[config.mk]
export PLATFORM = sky130hd
export DESIGN_NAME = positional_list_engine_top_flat
export DESIGN_NICKNAME = d
export VERILOG_FILES = /design/src/hw/rtl/ple_pkg.sv /design/src/hw/rtl/ple_req_if.sv /design/src/hw/rtl/ple_rsp_if.sv /design/src/hw/rtl/ple_cell.sv /design/src/hw/rtl/positional_list_engine_top.sv /design/src/flat_wrapper.sv
export VERILOG_INCLUDE_DIRS = /design/src /design/src/hw/rtl
export SDC_FILE = /design/constraint.sdc
export NUM_CORES = 1
export LEC_CHECK = 0
export BUFFER_PORTS_ARGS = -buffer_cell sky130_fd_sc_hd__buf_2
export CORE_AREA = 2 2 329 298
export DETAILED_ROUTE_END_ITERATION = 10
export DIE_AREA = 0 0 331 300
export PLACE_DENSITY_LB_ADDON = 0.1
export SETUP_SLACK_MARGIN = 0.15
export SLEW_MARGIN = 25
export SYNTH_ARGS = -nofsm -noshare
export SYNTH_HDL_FRONTEND = slang
export SYNTH_HIERARCHICAL = 1
export SYNTH_SLANG_ARGS = --single-unit
[constraint.sdc]
create_clock -name clk -period 6 [get_ports clk]
set_clock_uncertainty 0.15 [all_clocks]
set_input_delay 1.5 -clock clk [delete_from_list [all_inputs] [get_ports clk]]
set_output_delay 1.5 -clock clk [all_outputs]
set_load 0.1 [all_outputs]
[src/hw/rtl/positional_list_engine_top_macros.svh]
// ----------------------------------------------------------------------------
// positional_list_engine_top_macros
// Assertion macros shared by the list engine RTL.
// ----------------------------------------------------------------------------
// Each macro expects signals named clk and rst in the scope where it is used.
`ifndef POSITIONAL_LIST_ENGINE_TOP_MACROS_SVH
`define POSITIONAL_LIST_ENGINE_TOP_MACROS_SVH

// Property checked only while reset is low.
`define PLE_ASSERT(lbl, prop, msg) \
  lbl: assert property (@(posedge clk) disable iff (rst) prop) else $error(msg);

// Property checked at every edge, reset included.
`define PLE_ASSERT_ALWAYS(lbl, prop, msg) \
  lbl: assert property (@(posedge clk) prop) else $error(msg);

`endif

[src/hw/rtl/ple_pkg.sv]
// ----------------------------------------------------------------------------
// ple_pkg
// Types, sizes and codes shared by the positional list engine.
// ----------------------------------------------------------------------------
package ple_pkg;

  // List capacity and the widths that follow from it
  localparam int DEPTH  = 16;
  localparam int IdxW   = (DEPTH > 1) ? $clog2(DEPTH) : 1;
  localparam int CountW = $clog2(DEPTH + 1);

  // Fixed field widths of the request and response words
  localparam int OpW    = 2;
  localparam int PosW   = 5;
  localparam int ValW   = 32;
  localparam int StatW  = 2;
  localparam int EntW   = 5;

  // Common width for position / count compares
  localparam int CmpW   = (CountW > PosW) ? CountW : PosW;

  typedef enum logic [OpW-1:0] {
    OP_INSERT = 2'd0,
    OP_WRITE  = 2'd1,
    OP_DELETE = 2'd2,
    OP_READ   = 2'd3
  } opcode_t;

  typedef enum logic [StatW-1:0] {
    ST_OK    = 2'd0,
    ST_RANGE = 2'd1,
    ST_FULL  = 2'd2
  } status_t;

  // Per-cell control for one cycle
  typedef struct packed {
    logic            load;
    logic            shift_up;
    logic            shift_down;
    logic [ValW-1:0] wdata;
  } cell_ctl_t;

endpackage

[src/hw/rtl/ple_req_if.sv]
// ----------------------------------------------------------------------------
// ple_req_if
// Request channel: opcode, position and value, with valid / ready.
// ----------------------------------------------------------------------------
interface ple_req_if;
  logic                             valid;
  logic                             ready;
  ple_pkg::opcode_t                 opcode;
  logic [ple_pkg::PosW-1:0]         position;
  logic signed [ple_pkg::ValW-1:0]  item_value;

  modport source (output valid, output opcode, output position, output item_value,
                  input ready);
  modport sink   (input valid, input opcode, input position, input item_value,
                  output ready);
endinterface

[src/hw/rtl/ple_rsp_if.sv]
// ----------------------------------------------------------------------------
// ple_rsp_if
// Response channel: status, read value and entry count, with valid / ready.
// ----------------------------------------------------------------------------
interface ple_rsp_if;
  logic                             valid;
  logic                             ready;
  ple_pkg::status_t                 status;
  logic signed [ple_pkg::ValW-1:0]  read_value;
  logic [ple_pkg::EntW-1:0]         entry_count;

  modport source (output valid, output status, output read_value, output entry_count,
                  input ready);
  modport sink   (input valid, input status, input read_value, input entry_count,
                  output ready);
endinterface

[src/hw/rtl/ple_cell.sv]
// ----------------------------------------------------------------------------
// ple_cell
// One list slot: loads a new value, or takes its lower or upper neighbour's.
// ----------------------------------------------------------------------------
module ple_cell (
  input  logic                      clk,
  input  ple_pkg::cell_ctl_t        ctl,
  input  logic [ple_pkg::ValW-1:0]  prev_value,
  input  logic [ple_pkg::ValW-1:0]  next_value,
  output logic [ple_pkg::ValW-1:0]  value
);

  // Load, shift towards the tail, shift towards the head, or hold
  always_ff @(posedge clk) begin
    if (ctl.load) begin
      value <= ctl.wdata;
    end else if (ctl.shift_up) begin
      value <= prev_value;
    end else if (ctl.shift_down) begin
      value <= next_value;
    end
  end

endmodule

[src/hw/rtl/positional_list_engine_top.sv]
// ----------------------------------------------------------------------------
// positional_list_engine_top
// Ordered list of signed values held in a row of cells; insert, overwrite,
// delete and read by position, one response word per request word.
// ----------------------------------------------------------------------------
//  channel | dir | word contents
//  --------+-----+-------------------------------------------
//  req     | in  | opcode, position, item_value
//  rsp     | out | status, read_value, entry_count
//
// One request word per cycle while rsp drains: every cell shifts or loads
// in the same cycle, so a request completes at the edge that accepts it.
// The response sits in an output register; req is ready while that register
// is empty or being drained by rsp.ready in the same cycle.
// Synchronous reset empties the list; cell contents are not cleared.
`include "positional_list_engine_top_macros.svh"

module positional_list_engine_top (
  input  logic      clk,
  input  logic      rst,
  ple_req_if.sink   req,
  ple_rsp_if.source rsp
);

  localparam int DEPTH  = ple_pkg::DEPTH;
  localparam int CountW = ple_pkg::CountW;
  localparam int CmpW   = ple_pkg::CmpW;
  localparam int IdxW   = ple_pkg::IdxW;
  localparam int ValW   = ple_pkg::ValW;
  localparam int EntW   = ple_pkg::EntW;

  logic [CountW-1:0]      count;
  logic [CountW-1:0]      count_next;
  logic                   req_acc;
  ple_pkg::status_t       status_next;
  logic [ValW-1:0]        rd_next;
  logic                   do_insert;
  logic                   do_write;
  logic                   do_delete;
  logic [CmpW-1:0]        pos_c;
  logic [CmpW-1:0]        cnt_c;
  logic [IdxW-1:0]        rd_idx;
  logic [ValW-1:0]        vals [DEPTH];
  ple_pkg::cell_ctl_t     ctl  [DEPTH];

  assign req.ready = !rsp.valid || rsp.ready;
  assign req_acc   = req.valid && req.ready;

  assign pos_c  = CmpW'(req.position);
  assign cnt_c  = CmpW'(count);
  assign rd_idx = IdxW'(req.position);

  // Decode the request and check position and capacity
  always_comb begin
    status_next = ple_pkg::ST_OK;
    rd_next     = '0;
    do_insert   = 1'b0;
    do_write    = 1'b0;
    do_delete   = 1'b0;
    count_next  = count;
    unique case (req.opcode)
      ple_pkg::OP_INSERT: begin
        if (pos_c > cnt_c) begin
          status_next = ple_pkg::ST_RANGE;
        end else if (count >= CountW'(DEPTH)) begin
          status_next = ple_pkg::ST_FULL;
        end else begin
          do_insert  = 1'b1;
          count_next = CountW'(count + 1'b1);
        end
      end
      ple_pkg::OP_WRITE: begin
        if (pos_c >= cnt_c) begin
          status_next = ple_pkg::ST_RANGE;
        end else begin
          do_write = 1'b1;
        end
      end
      ple_pkg::OP_DELETE: begin
        if (pos_c >= cnt_c) begin
          status_next = ple_pkg::ST_RANGE;
        end else begin
          do_delete  = 1'b1;
          rd_next    = vals[rd_idx];
          count_next = CountW'(count - 1'b1);
        end
      end
      ple_pkg::OP_READ: begin
        if (pos_c >= cnt_c) begin
          status_next = ple_pkg::ST_RANGE;
        end else begin
          rd_next = vals[rd_idx];
        end
      end
      default: begin
        status_next = ple_pkg::ST_RANGE;
      end
    endcase
  end

  // Row of cells: each slot sees its neighbours every cycle
  for (genvar i = 0; i < DEPTH; i++) begin : g_cell
    logic [ValW-1:0] prev_v;
    logic [ValW-1:0] next_v;

    if (i == 0) begin : g_head
      assign prev_v = req.item_value;
    end else begin : g_mid_lo
      assign prev_v = vals[i-1];
    end
    if (i == DEPTH - 1) begin : g_tail
      assign next_v = vals[i];
    end else begin : g_mid_hi
      assign next_v = vals[i+1];
    end

    // Position slot loads the new word; later slots shift, it too on delete
    always_comb begin
      ctl[i].wdata      = req.item_value;
      ctl[i].load       = req_acc && (do_insert || do_write) && (pos_c == CmpW'(i));
      ctl[i].shift_up   = req_acc && do_insert && (CmpW'(i) > pos_c);
      ctl[i].shift_down = req_acc && do_delete && (CmpW'(i) >= pos_c);
    end

    ple_cell u_cell (
      .clk        (clk),
      .ctl        (ctl[i]),
      .prev_value (prev_v),
      .next_value (next_v),
      .value      (vals[i])
    );
  end

  // Entry count
  always_ff @(posedge clk) begin
    if (rst) begin
      count <= '0;
    end else if (req_acc) begin
      count <= count_next;
    end
  end

  // Response register
  always_ff @(posedge clk) begin
    if (rst) begin
      rsp.valid <= 1'b0;
    end else if (req_acc) begin
      rsp.valid <= 1'b1;
    end else if (rsp.ready) begin
      rsp.valid <= 1'b0;
    end
  end

  always_ff @(posedge clk) begin
    if (req_acc) begin
      rsp.status      <= status_next;
      rsp.read_value  <= rd_next;
      rsp.entry_count <= EntW'(count_next);
    end
  end

  `PLE_ASSERT_ALWAYS(a_reset_empty, rst |=> (count == '0), "list not empty after reset")
  `PLE_ASSERT(a_count_bound, count <= CountW'(DEPTH), "entry count above capacity")
  `PLE_ASSERT(a_insert_grows, (req_acc && req.opcode == ple_pkg::OP_INSERT && status_next == ple_pkg::ST_OK) |=> (count == CountW'($past(count) + 1'b1)), "successful insert did not grow the list")
  `PLE_ASSERT(a_full_status, (rsp.valid && rsp.status == ple_pkg::ST_FULL) |-> (count == CountW'(DEPTH)), "full status with spare capacity")
  `PLE_ASSERT(a_rsp_count, rsp.valid |-> (rsp.entry_count == EntW'(count)), "reported count differs from held count")

endmodule
[src/flat_wrapper.sv]
// flat-port wrapper written by rule: the top's interface ports become plain ports
module positional_list_engine_top_flat 
  (clk, rst, req_valid, req_opcode, req_position, req_item_value, req_ready, rsp_valid, rsp_status, rsp_read_value, rsp_entry_count, rsp_ready);
  ple_req_if req_i ();
  ple_rsp_if rsp_i ();
  input  logic clk;
  input  logic rst;
  input wire logic [$bits(req_i.valid)-1:0] req_valid;
  input wire logic [$bits(req_i.opcode)-1:0] req_opcode;
  input wire logic [$bits(req_i.position)-1:0] req_position;
  input wire logic [$bits(req_i.item_value)-1:0] req_item_value;
  output wire logic [$bits(req_i.ready)-1:0] req_ready;
  output wire logic [$bits(rsp_i.valid)-1:0] rsp_valid;
  output wire logic [$bits(rsp_i.status)-1:0] rsp_status;
  output wire logic [$bits(rsp_i.read_value)-1:0] rsp_read_value;
  output wire logic [$bits(rsp_i.entry_count)-1:0] rsp_entry_count;
  input wire logic [$bits(rsp_i.ready)-1:0] rsp_ready;
  assign req_i.valid = req_valid;
  assign req_i.opcode = req_opcode;
  assign req_i.position = req_position;
  assign req_i.item_value = req_item_value;
  assign req_ready = req_i.ready;
  assign rsp_valid = rsp_i.valid;
  assign rsp_status = rsp_i.status;
  assign rsp_read_value = rsp_i.read_value;
  assign rsp_entry_count = rsp_i.entry_count;
  assign rsp_i.ready = rsp_ready;
  positional_list_engine_top u_core (.clk(clk), .rst(rst), .req(req_i), .rsp(rsp_i));
endmodule
Word level (Yosys, flattened, before mapping)
Cells that the tools add are included.
- register bits: 557
- logic and storage cells: 220
- $add $sub $neg: 2
- $lt $le $gt $ge: 35
- eq/ne operators: 18
- multiplexer cells: 66
- bitwise gates (word level): 2
- reductions and logical operators: 76
- operator list (kind ; count):
    2-to-1 mux 32 bit ; 49
    binary-select mux 32 bit (select 4 bit) ; 1
    logical AND 1 bit ; 51
    nonzero test 3 bit ; 15
    == test 5 x 4 -> 1 bit (second input constant) ; 8
    greater-than comparator 4 x 5 -> 1 bit (first input constant) ; 8
    >= comparator 4 x 5 -> 1 bit (first input constant) ; 7
    == test 5 x 3 -> 1 bit (second input constant) ; 4
    >= comparator 3 x 5 -> 1 bit (first input constant) ; 4
    greater-than comparator 3 x 5 -> 1 bit (first input constant) ; 4
    2-to-1 mux 5 bit ; 3
    == test 5 x 2 -> 1 bit (second input constant) ; 2
    >= comparator 1 x 5 -> 1 bit (first input constant) ; 2
    >= comparator 2 x 5 -> 1 bit (first input constant) ; 2
    >= comparator 5 bit (second input constant) ; 2
    greater-than comparator 1 x 5 -> 1 bit (first input constant) ; 2
    greater-than comparator 2 x 5 -> 1 bit (first input constant) ; 2
    one-hot mux 5 bit (2 select lines) ; 1
    2-to-1 mux 1 bit ; 9
    adder 5 x 1 -> 5 bit (second input constant) ; 1
    == test 5 x 1 -> 1 bit (second input constant) ; 1
    >= comparator 5 bit ; 1
    greater-than comparator 5 bit ; 1
    zero test 5 bit ; 1
    13 further kinds ; 18

Logic depth before layout (Yosys ltp)
Gate-level depths: netlist (run 1).
- depth in word-level cells: 8
- depth in mapped cells: 14
- gate-level depth less buffers: 9

By module
Netlist (run 1), hierarchy kept.
- by module, submodules not included (module ; instances ; cells each ; area each (um^2) ; sequential area each (um^2)):
    ple_cell ; 16 ; 140 ; 1672.9 ; 960.9
    positional_list_engine_top ; 1 ; 634 ; 6553.8 ; 1291.2

Least setup slack after synthesis (run 1)
Ideal clock, no wire load.
- path kind: input -> register
- start: input rsp_ready
- end: register u_core/g_cell[10].u_cell/value[0] (netlist name), enable pin
- library setup time: 0.414 ns
- arrival time: 5.000 ns
- data required time: 5.436 ns
- slack: 0.436 ns
- stages: 7
- buffers on the path: 1
- path through: nand2b_1 nand2_1 clkinv_1 o211ai_1 nor2_1 buf_2 or3_1
- RTL lines (element ; RTL line ; text):
    start, declared ; flat_wrapper.sv:17 ; input wire logic [$bits(rsp_i.ready)-1:0] rsp_ready;
    end signal, assigned ; ple_cell.sv:16 ; value <= ctl.wdata;
    end signal, assigned ; ple_cell.sv:18 ; value <= prev_value;
    end signal, assigned ; ple_cell.sv:20 ; value <= next_value;
    end, declared ; ple_cell.sv:10 ; output logic [ple_pkg::ValW-1:0] value

==> results.toml, run 1 <==
[floorplan]
die_area_mm2 = 0.0993
rows = 108
io_pins = 84
die_w_um = 331
core-area_mm2 = 0.0959
die_h_um = 300
initial_utilization = 0.347

[status]
status = "complete, no violations"

[global_route]
grt_pass1_wl_um = 174000
grtUsageTotal = 0.242
antenna_found_initial = 7
grt_max_degree = 100
first_global_vias = 23900
grt-ovfl-total = 0

[synthesis]
yosysWarnings = 6
ys.flop_type = "edfxtp_1"
synth_seq_cells = 557
yosys.area_share.adder = 0.00451
synth_compound_area_frac = 0.125
synth_top_area_frac = 0.497
postSynthAreaPerCell_um2 = 11.6
synth_edf_count = 551
yosys-top-cells-count = "641 x mux2i_1, 551 x edfxtp_1, 532 x nand2_1, 482 x o21ai_1, 106 x buf_2"
yosysMostFrequentCell = "mux2i_1"
netlist_instances = 2874
synth_area_mm2 = 0.0333
synth_area_leader_cell = "edfxtp_1"
synth_top_family_by_area = "multiplexers"
synth.distinct_cells = 52
synth-xor-area-share = 0
async_flop_share = 0
synth_area_leaders = "edfxtp_1 50%, mux2i_1 19%, o21ai_1 7.2%"
synth_fp_nets = 2929
synthMuxAreaShare = 0.236
yosys.area_share.simple = 0.0722
yosysSeqAreaShare = 0.500

[pwr]
power_w = 0.00924
p_per_area_mw_per_mm2 = 254
p_int_w = 0.00686
pwr-share-seq = 0.475
switching_share = 0.258
cellLeakagePower_nw = 10.7
power_switching_w = 0.00238
p_comb_frac = 0.094
peakVddDrop_uv = 174
p_clk_frac = 0.431

[route]
num_vias = 24300
wl_um = 121000
viasPerCell = 5.82
first_iter_violations = 2549
first_pass_iters = 6
postRouteAntennaNets = 0
wl_per_cell_um = 29.0
drc = 0

[finish]
drive_above_1_share = 0.129
area_growth_pct = 9.30
nets = 2914
final_util = 0.380
antenna_cells = 0

[clock_network]
cts_tree = "built"
insertion_delay_ns = 0.63
cts_root_buf = "clkbuf_16"
cts_buffers = 69
cts_buffer_depth = 3
hold_buffers = 0
path_clk_slew_ns = 0.05
cts-resized-gates = 0
post_cts_buffers = 0
clock-sinks = 557
cts_max_level = 3

[placement]
globalplace.congestion = 0.794
io_buffers = 83
hpwl_um = 70100

[run]
cap_violations = 0

[setup_path]
worst_setup_path_start_kind = "input pin"
path_buf_inv = 2
cpPeakStageDelay_ns = 0.57
cpLargestDelayFamily = "simple AND/OR/NAND/NOR gates"
cp-end-kind = "flip-flop"
worstPathArrival_ns = 4.77
crit_slowest_cell = "buf_4"
crit_path_max_fanout = 26
crit_chain = "buf_4 -> ha_1 -> and4_4 -> a221oi_4 -> and2_1 -> nand2_1 -> nor3_1 -> or3_2 -> buf_4"
r2r_slack_ns = 1.78
crit_top_cell = "buf_4"
critPathRequiredTime_ns = 6.10
critPathKind = "input pin to flip-flop"

[timing]
finalCriticalPeriod_ns = 4.68
hold_viol_final = 0
finalSetupViolCount = 0
max_freq_mhz = 214
fin_setup_tns_ns = 0
grt_setup_unrepaired = "false"
tightestPinTransition_ns = 0.971
max_slew_margin = 0.353
slew_viol_final = 0
fin_crit_sh = 0.779

[worst_hold_path]
min_path_type = "flip-flop to flip-flop"
-- sequential cells by signal (all words and copies together), names as in the netlist --
| name | cells |
|---|---|
| u_core/g_cell.u_cell/value | 512 |
| u_core/rsp.read_value | 32 |
| u_core/cnt_c | 5 |
| u_core/rsp.entry_count | 5 |
| u_core/rsp.status | 2 |
| u_core/rsp.valid | 1 |
-- through the flow --
step	hold WS (ns)	setup WS, ns	area, um^2	cells
CTS	0.376	1.32	36400	4172
global placement	0.349	0.712	34300	4053
global route	0.421	1.21	36400	4172
finish	0.383	1.32	36400	4172
detailed placement	0.366	0.715	34300	4053
floorplan	0.389	0.436	33300	2874
-- cells in the final DEF, fill, tap and decap left out, drive strengths merged, types with 32 or more instances in the layout --
master    n
mux2i   641
edfxtp  551
o21ai   551
nand2   532
buf     161
clkbuf   84
mux4     64
a211oi   34
o221ai   33
o22ai    32
o32ai    32
-- kinds of logic (layout without fill, tap and decap cells) --
| logic type | after synthesis | in the layout |
|---|---|---|
| DFF | 557 | 557 |
| and+or+nand+nor | 609 | 609 |
| buffers and inverters | 264 | 297 |
| muxes | 705 | 705 |
| adders and majority gates | 12 | 12 |
| other | 1 | 1 |
| AOI/OAI and AO/OA | 726 | 726 |
-- path summary, 6_finish.rpt --
path / from / to / depth (start not counted)
worst max register to register: u_core/cnt_c[4] / u_core/g_cell[1].u_cell/value[25] / 10
worst max-delay path: req_position[1] / u_core/g_cell[2].u_cell/value[24] / 9
worst min register to register: u_core/rsp.valid / u_core/rsp.valid / 2
worst min-delay path: u_core/rsp.valid / u_core/rsp.valid / 2
-- metal layers --
metal	up-vias	global-route usage	wire length, um
met5	-	0	24
met4	4	0.0689	3440
met3	188	0.0373	7940
met2	1082	0.381	55100
met1	12100	0.344	54600
li1	10900	-	-
-- power by group through the flow --
stage          Combinational [W]  Clock (W)  Sequential, W
2_1_floorplan           0.000414          0        0.00459
3_3_place_gp            0.000854          0        0.00447
3_5_place_dp            0.000860          0        0.00447
4_1_cts                 0.000862    0.00409        0.00439
5_1_grt                 0.000909    0.00423        0.00440
6_report                0.000865    0.00398        0.00439
-- area by class of cell --
type | instances | area (um^2)
Tap cell | 1265 | 1580
Fill cell | 9314 | 59500
Multi-Input combinational cell | 2053 | 14900
Clock buffer | 84 | 1870
Inverter | 17 | 63.8
Sequential cell | 557 | 16700
Clock inverter | 35 | 208
Timing Repair Buffer | 161 | 1170
-- worst register-to-register path, stage by stage (launching register included) --
cell and delay [ns]:
dfxtp_1 0.48, inv_1 0.14, ha_1 0.41, and4_4 0.28
nand2_1 0.15, a21boi_4 0.30, nand2_1 0.48, nor4_2 0.68
buf_4 0.52, mux2i_1 0.27, o21ai_1 0.08
No activity file was read; power rests on OpenSTA's default activity.
==> run 2: changes to the inputs <==
==> constraint.sdc (replaced) <==
create_clock -name clk -period 4.7 [get_ports clk]
set_clock_uncertainty 0.15 [all_clocks]
set_input_delay 1.175 -clock clk [delete_from_list [all_inputs] [get_ports clk]]
set_output_delay 1.175 -clock clk [all_outputs]
set_load 0.1 [all_outputs]
==> run 2 against run 1 <==
Against the previous run:
- worst setup slack got worse by 0.43 ns
- global-route usage fell by 0.21 points
- register-to-register slack got worse by 0.82 ns
- worst hold slack got worse by 0.027 ns
- total power up 28%
- combinational power up 31%
- final cell count grew 0.91%
- utilization is 0.66 points higher
- via count grew 0.41%
- die area is the same
- largest power group unchanged
==> results.toml, run 2 (synthesized netlist as in run 1, its figures left out) <==
[placement]
io_buffers = 83
hpwl_um = 74400
place_area_mm2 = 0.0350
globalplace.congestion = 0.819

[route]
viasPerCell = 5.79
drc = 0
postRouteAntennaNets = 0
route.met2.wl_um = 55200
top_layer = "met5"
met3_length_um = 7840
wl_per_cell_um = 28.7
num_vias = 24400
drt-met1-wl_um = 54100
first_pass_iters = 6
first_iter_violations = 2656
wl_um = 121000

[timing]
finalCriticalPeriod_ns = 3.80
tightestPinTransition_ns = 1.09
finalSetupViolCount = 0
fin_setup_tns_ns = 0
fin_crit_sh = 0.809
grt_setup_unrepaired = "false"
slew_viol_final = 0
hold_viol_final = 0
max_slew_margin = 0.275
max_freq_mhz = 263

[worst_hold_path]
min_path_cells = 2
hold_path_end = "u_core/rsp.valid"
min_path_type = "flip-flop to flip-flop"
hp-start = "u_core/rsp.valid"

[clock_network]
clock-sinks = 557
post_cts_buffers = 0
insertion_delay_ns = 0.61
hold_buffers = 0
cts_tree = "built"
path_clk_slew_ns = 0.05
cts_root_buf = "clkbuf_16"
cts_buffer_depth = 3
cts_buffers = 68
cts-resized-gates = 0
cts_max_level = 3

[setup_path]
worstPathArrival_ns = 3.99
worst_setup_path_start_kind = "input pin"
worstReg2RegEnd = "u_core/g_cell[2].u_cell/value[11]"
reg2reg_from = "u_core/cnt_c[4]"
critPathRequiredTime_ns = 4.89
cpPeakStageDelay_ns = 0.47
cp-end-kind = "flip-flop"
crit_chain = "buf_2 -> ha_1 -> a21oi_1 -> o221ai_2 -> a21boi_4 -> nand2_1 -> buf_4 -> nor4_2 -> buf_4 -> mux2i_1 -> o21ai_1"
r2r_slack_ns = 0.96
worstRegToRegCells = 11
critPathKind = "input pin to flip-flop"
crit_path_max_fanout = 13
crit_top_cell = "buf_4"
crit_slowest_cell = "nor4_2"

[status]
status = "complete, no violations"

[pwr]
cellLeakagePower_nw = 11.0
p_per_area_mw_per_mm2 = 320
peakVddDrop_uv = 225
power_w = 0.0119

[finish]
nets = 2947
final_common_cell = "mux2i_1"
final_cell_mix = "641 x mux2i_1, 551 x edfxtp_1, 531 x nand2_1"
largest_register_ffs = 512
drive_above_1_share = 0.141
final_util = 0.386
final_area_mm2 = 0.0370
area_growth_pct = 11.2
top_regs = "u_core/g_cell.u_cell/value (512), u_core/rsp.read_value (32)"
fill_cells = 9154
regMostFlops = "u_core/g_cell.u_cell/value"

[floorplan]
initial_utilization = 0.347
die_h_um = 300
io_pins = 84
die_area_mm2 = 0.0993
rows = 108
core-area_mm2 = 0.0959
die_w_um = 331

[run]
cap_violations = 0

[global_route]
antenna_found_initial = 12
grt-ovfl-total = 0
grtUsageTotal = 0.240
grt_pass1_wl_um = 173000
first_global_vias = 23700
grt_max_degree = 116
## run 2: layer usage
layer / vias to the layer above / GRT usage
met5: - / 0
met4: 2 / 0.0730
met2: 1054 / 0.380
met1: 12200 / 0.341
met3: 186 / 0.0317
li1: 11000 / -
## run 2: power breakdown
part	switching, W	total [W]	internal, W	leakage (nW)
logic	0.000805	0.00113	0.000320	4.88
registers	0.0000707	0.00561	0.00554	5.08
clock network	0.00217	0.00512	0.00295	1.03
total	0.00304	0.0119	0.00881	11.0
## run 2: worst max-delay path by stage
stage,end,cells past startpoint,from
floorplan,u_core/g_cell[4].u_cell/value[0],12,req_position[0]
global placement,u_core/g_cell[4].u_cell/value[17],9,req_position[4]
detailed placement,u_core/g_cell[4].u_cell/value[16],11,req_position[0]
CTS,u_core/g_cell[4].u_cell/value[24],11,req_position[0]
global route,u_core/g_cell[1].u_cell/value[20],10,u_core/cnt_c[4]
finish,u_core/g_cell[2].u_cell/value[11],11,req_position[4]
## run 2: worst max-delay path: cells and delay by family
kind | cells | cell delay (ns)
adder cells (fa/ha/maj) | 1 | 0.36
buffers and inverters | 3 | 0.79
AO/OA/AOI/OAI | 4 | 0.82
AND/OR/NAND/NOR | 2 | 0.56
multiplexers | 1 | 0.27
## run 2: through the flow
stage,hold slack [ns],setup slack (ns),instances
5_1_grt,0.381,0.837,4209
3_5_place_dp,0.344,0.303,4087
3_3_place_gp,0.327,0.0162,4087
2_1_floorplan,0.389,0.293,2874
6_report,0.356,0.897,4210
4_1_cts,0.352,0.944,4208
## run 2: area by class of cell
type	count	area [um^2]	area share
well taps	1265	1580	0.0427
multi-input cells	2053	14900	0.401
repair buffers	195	1770	0.0479
clock buffers	89	1860	0.0503
flip-flops and latches	557	16700	0.450
clock inverters	32	223	0.00601
diodes	2	5.00	0.000135
inverters	17	65.1	0.00176
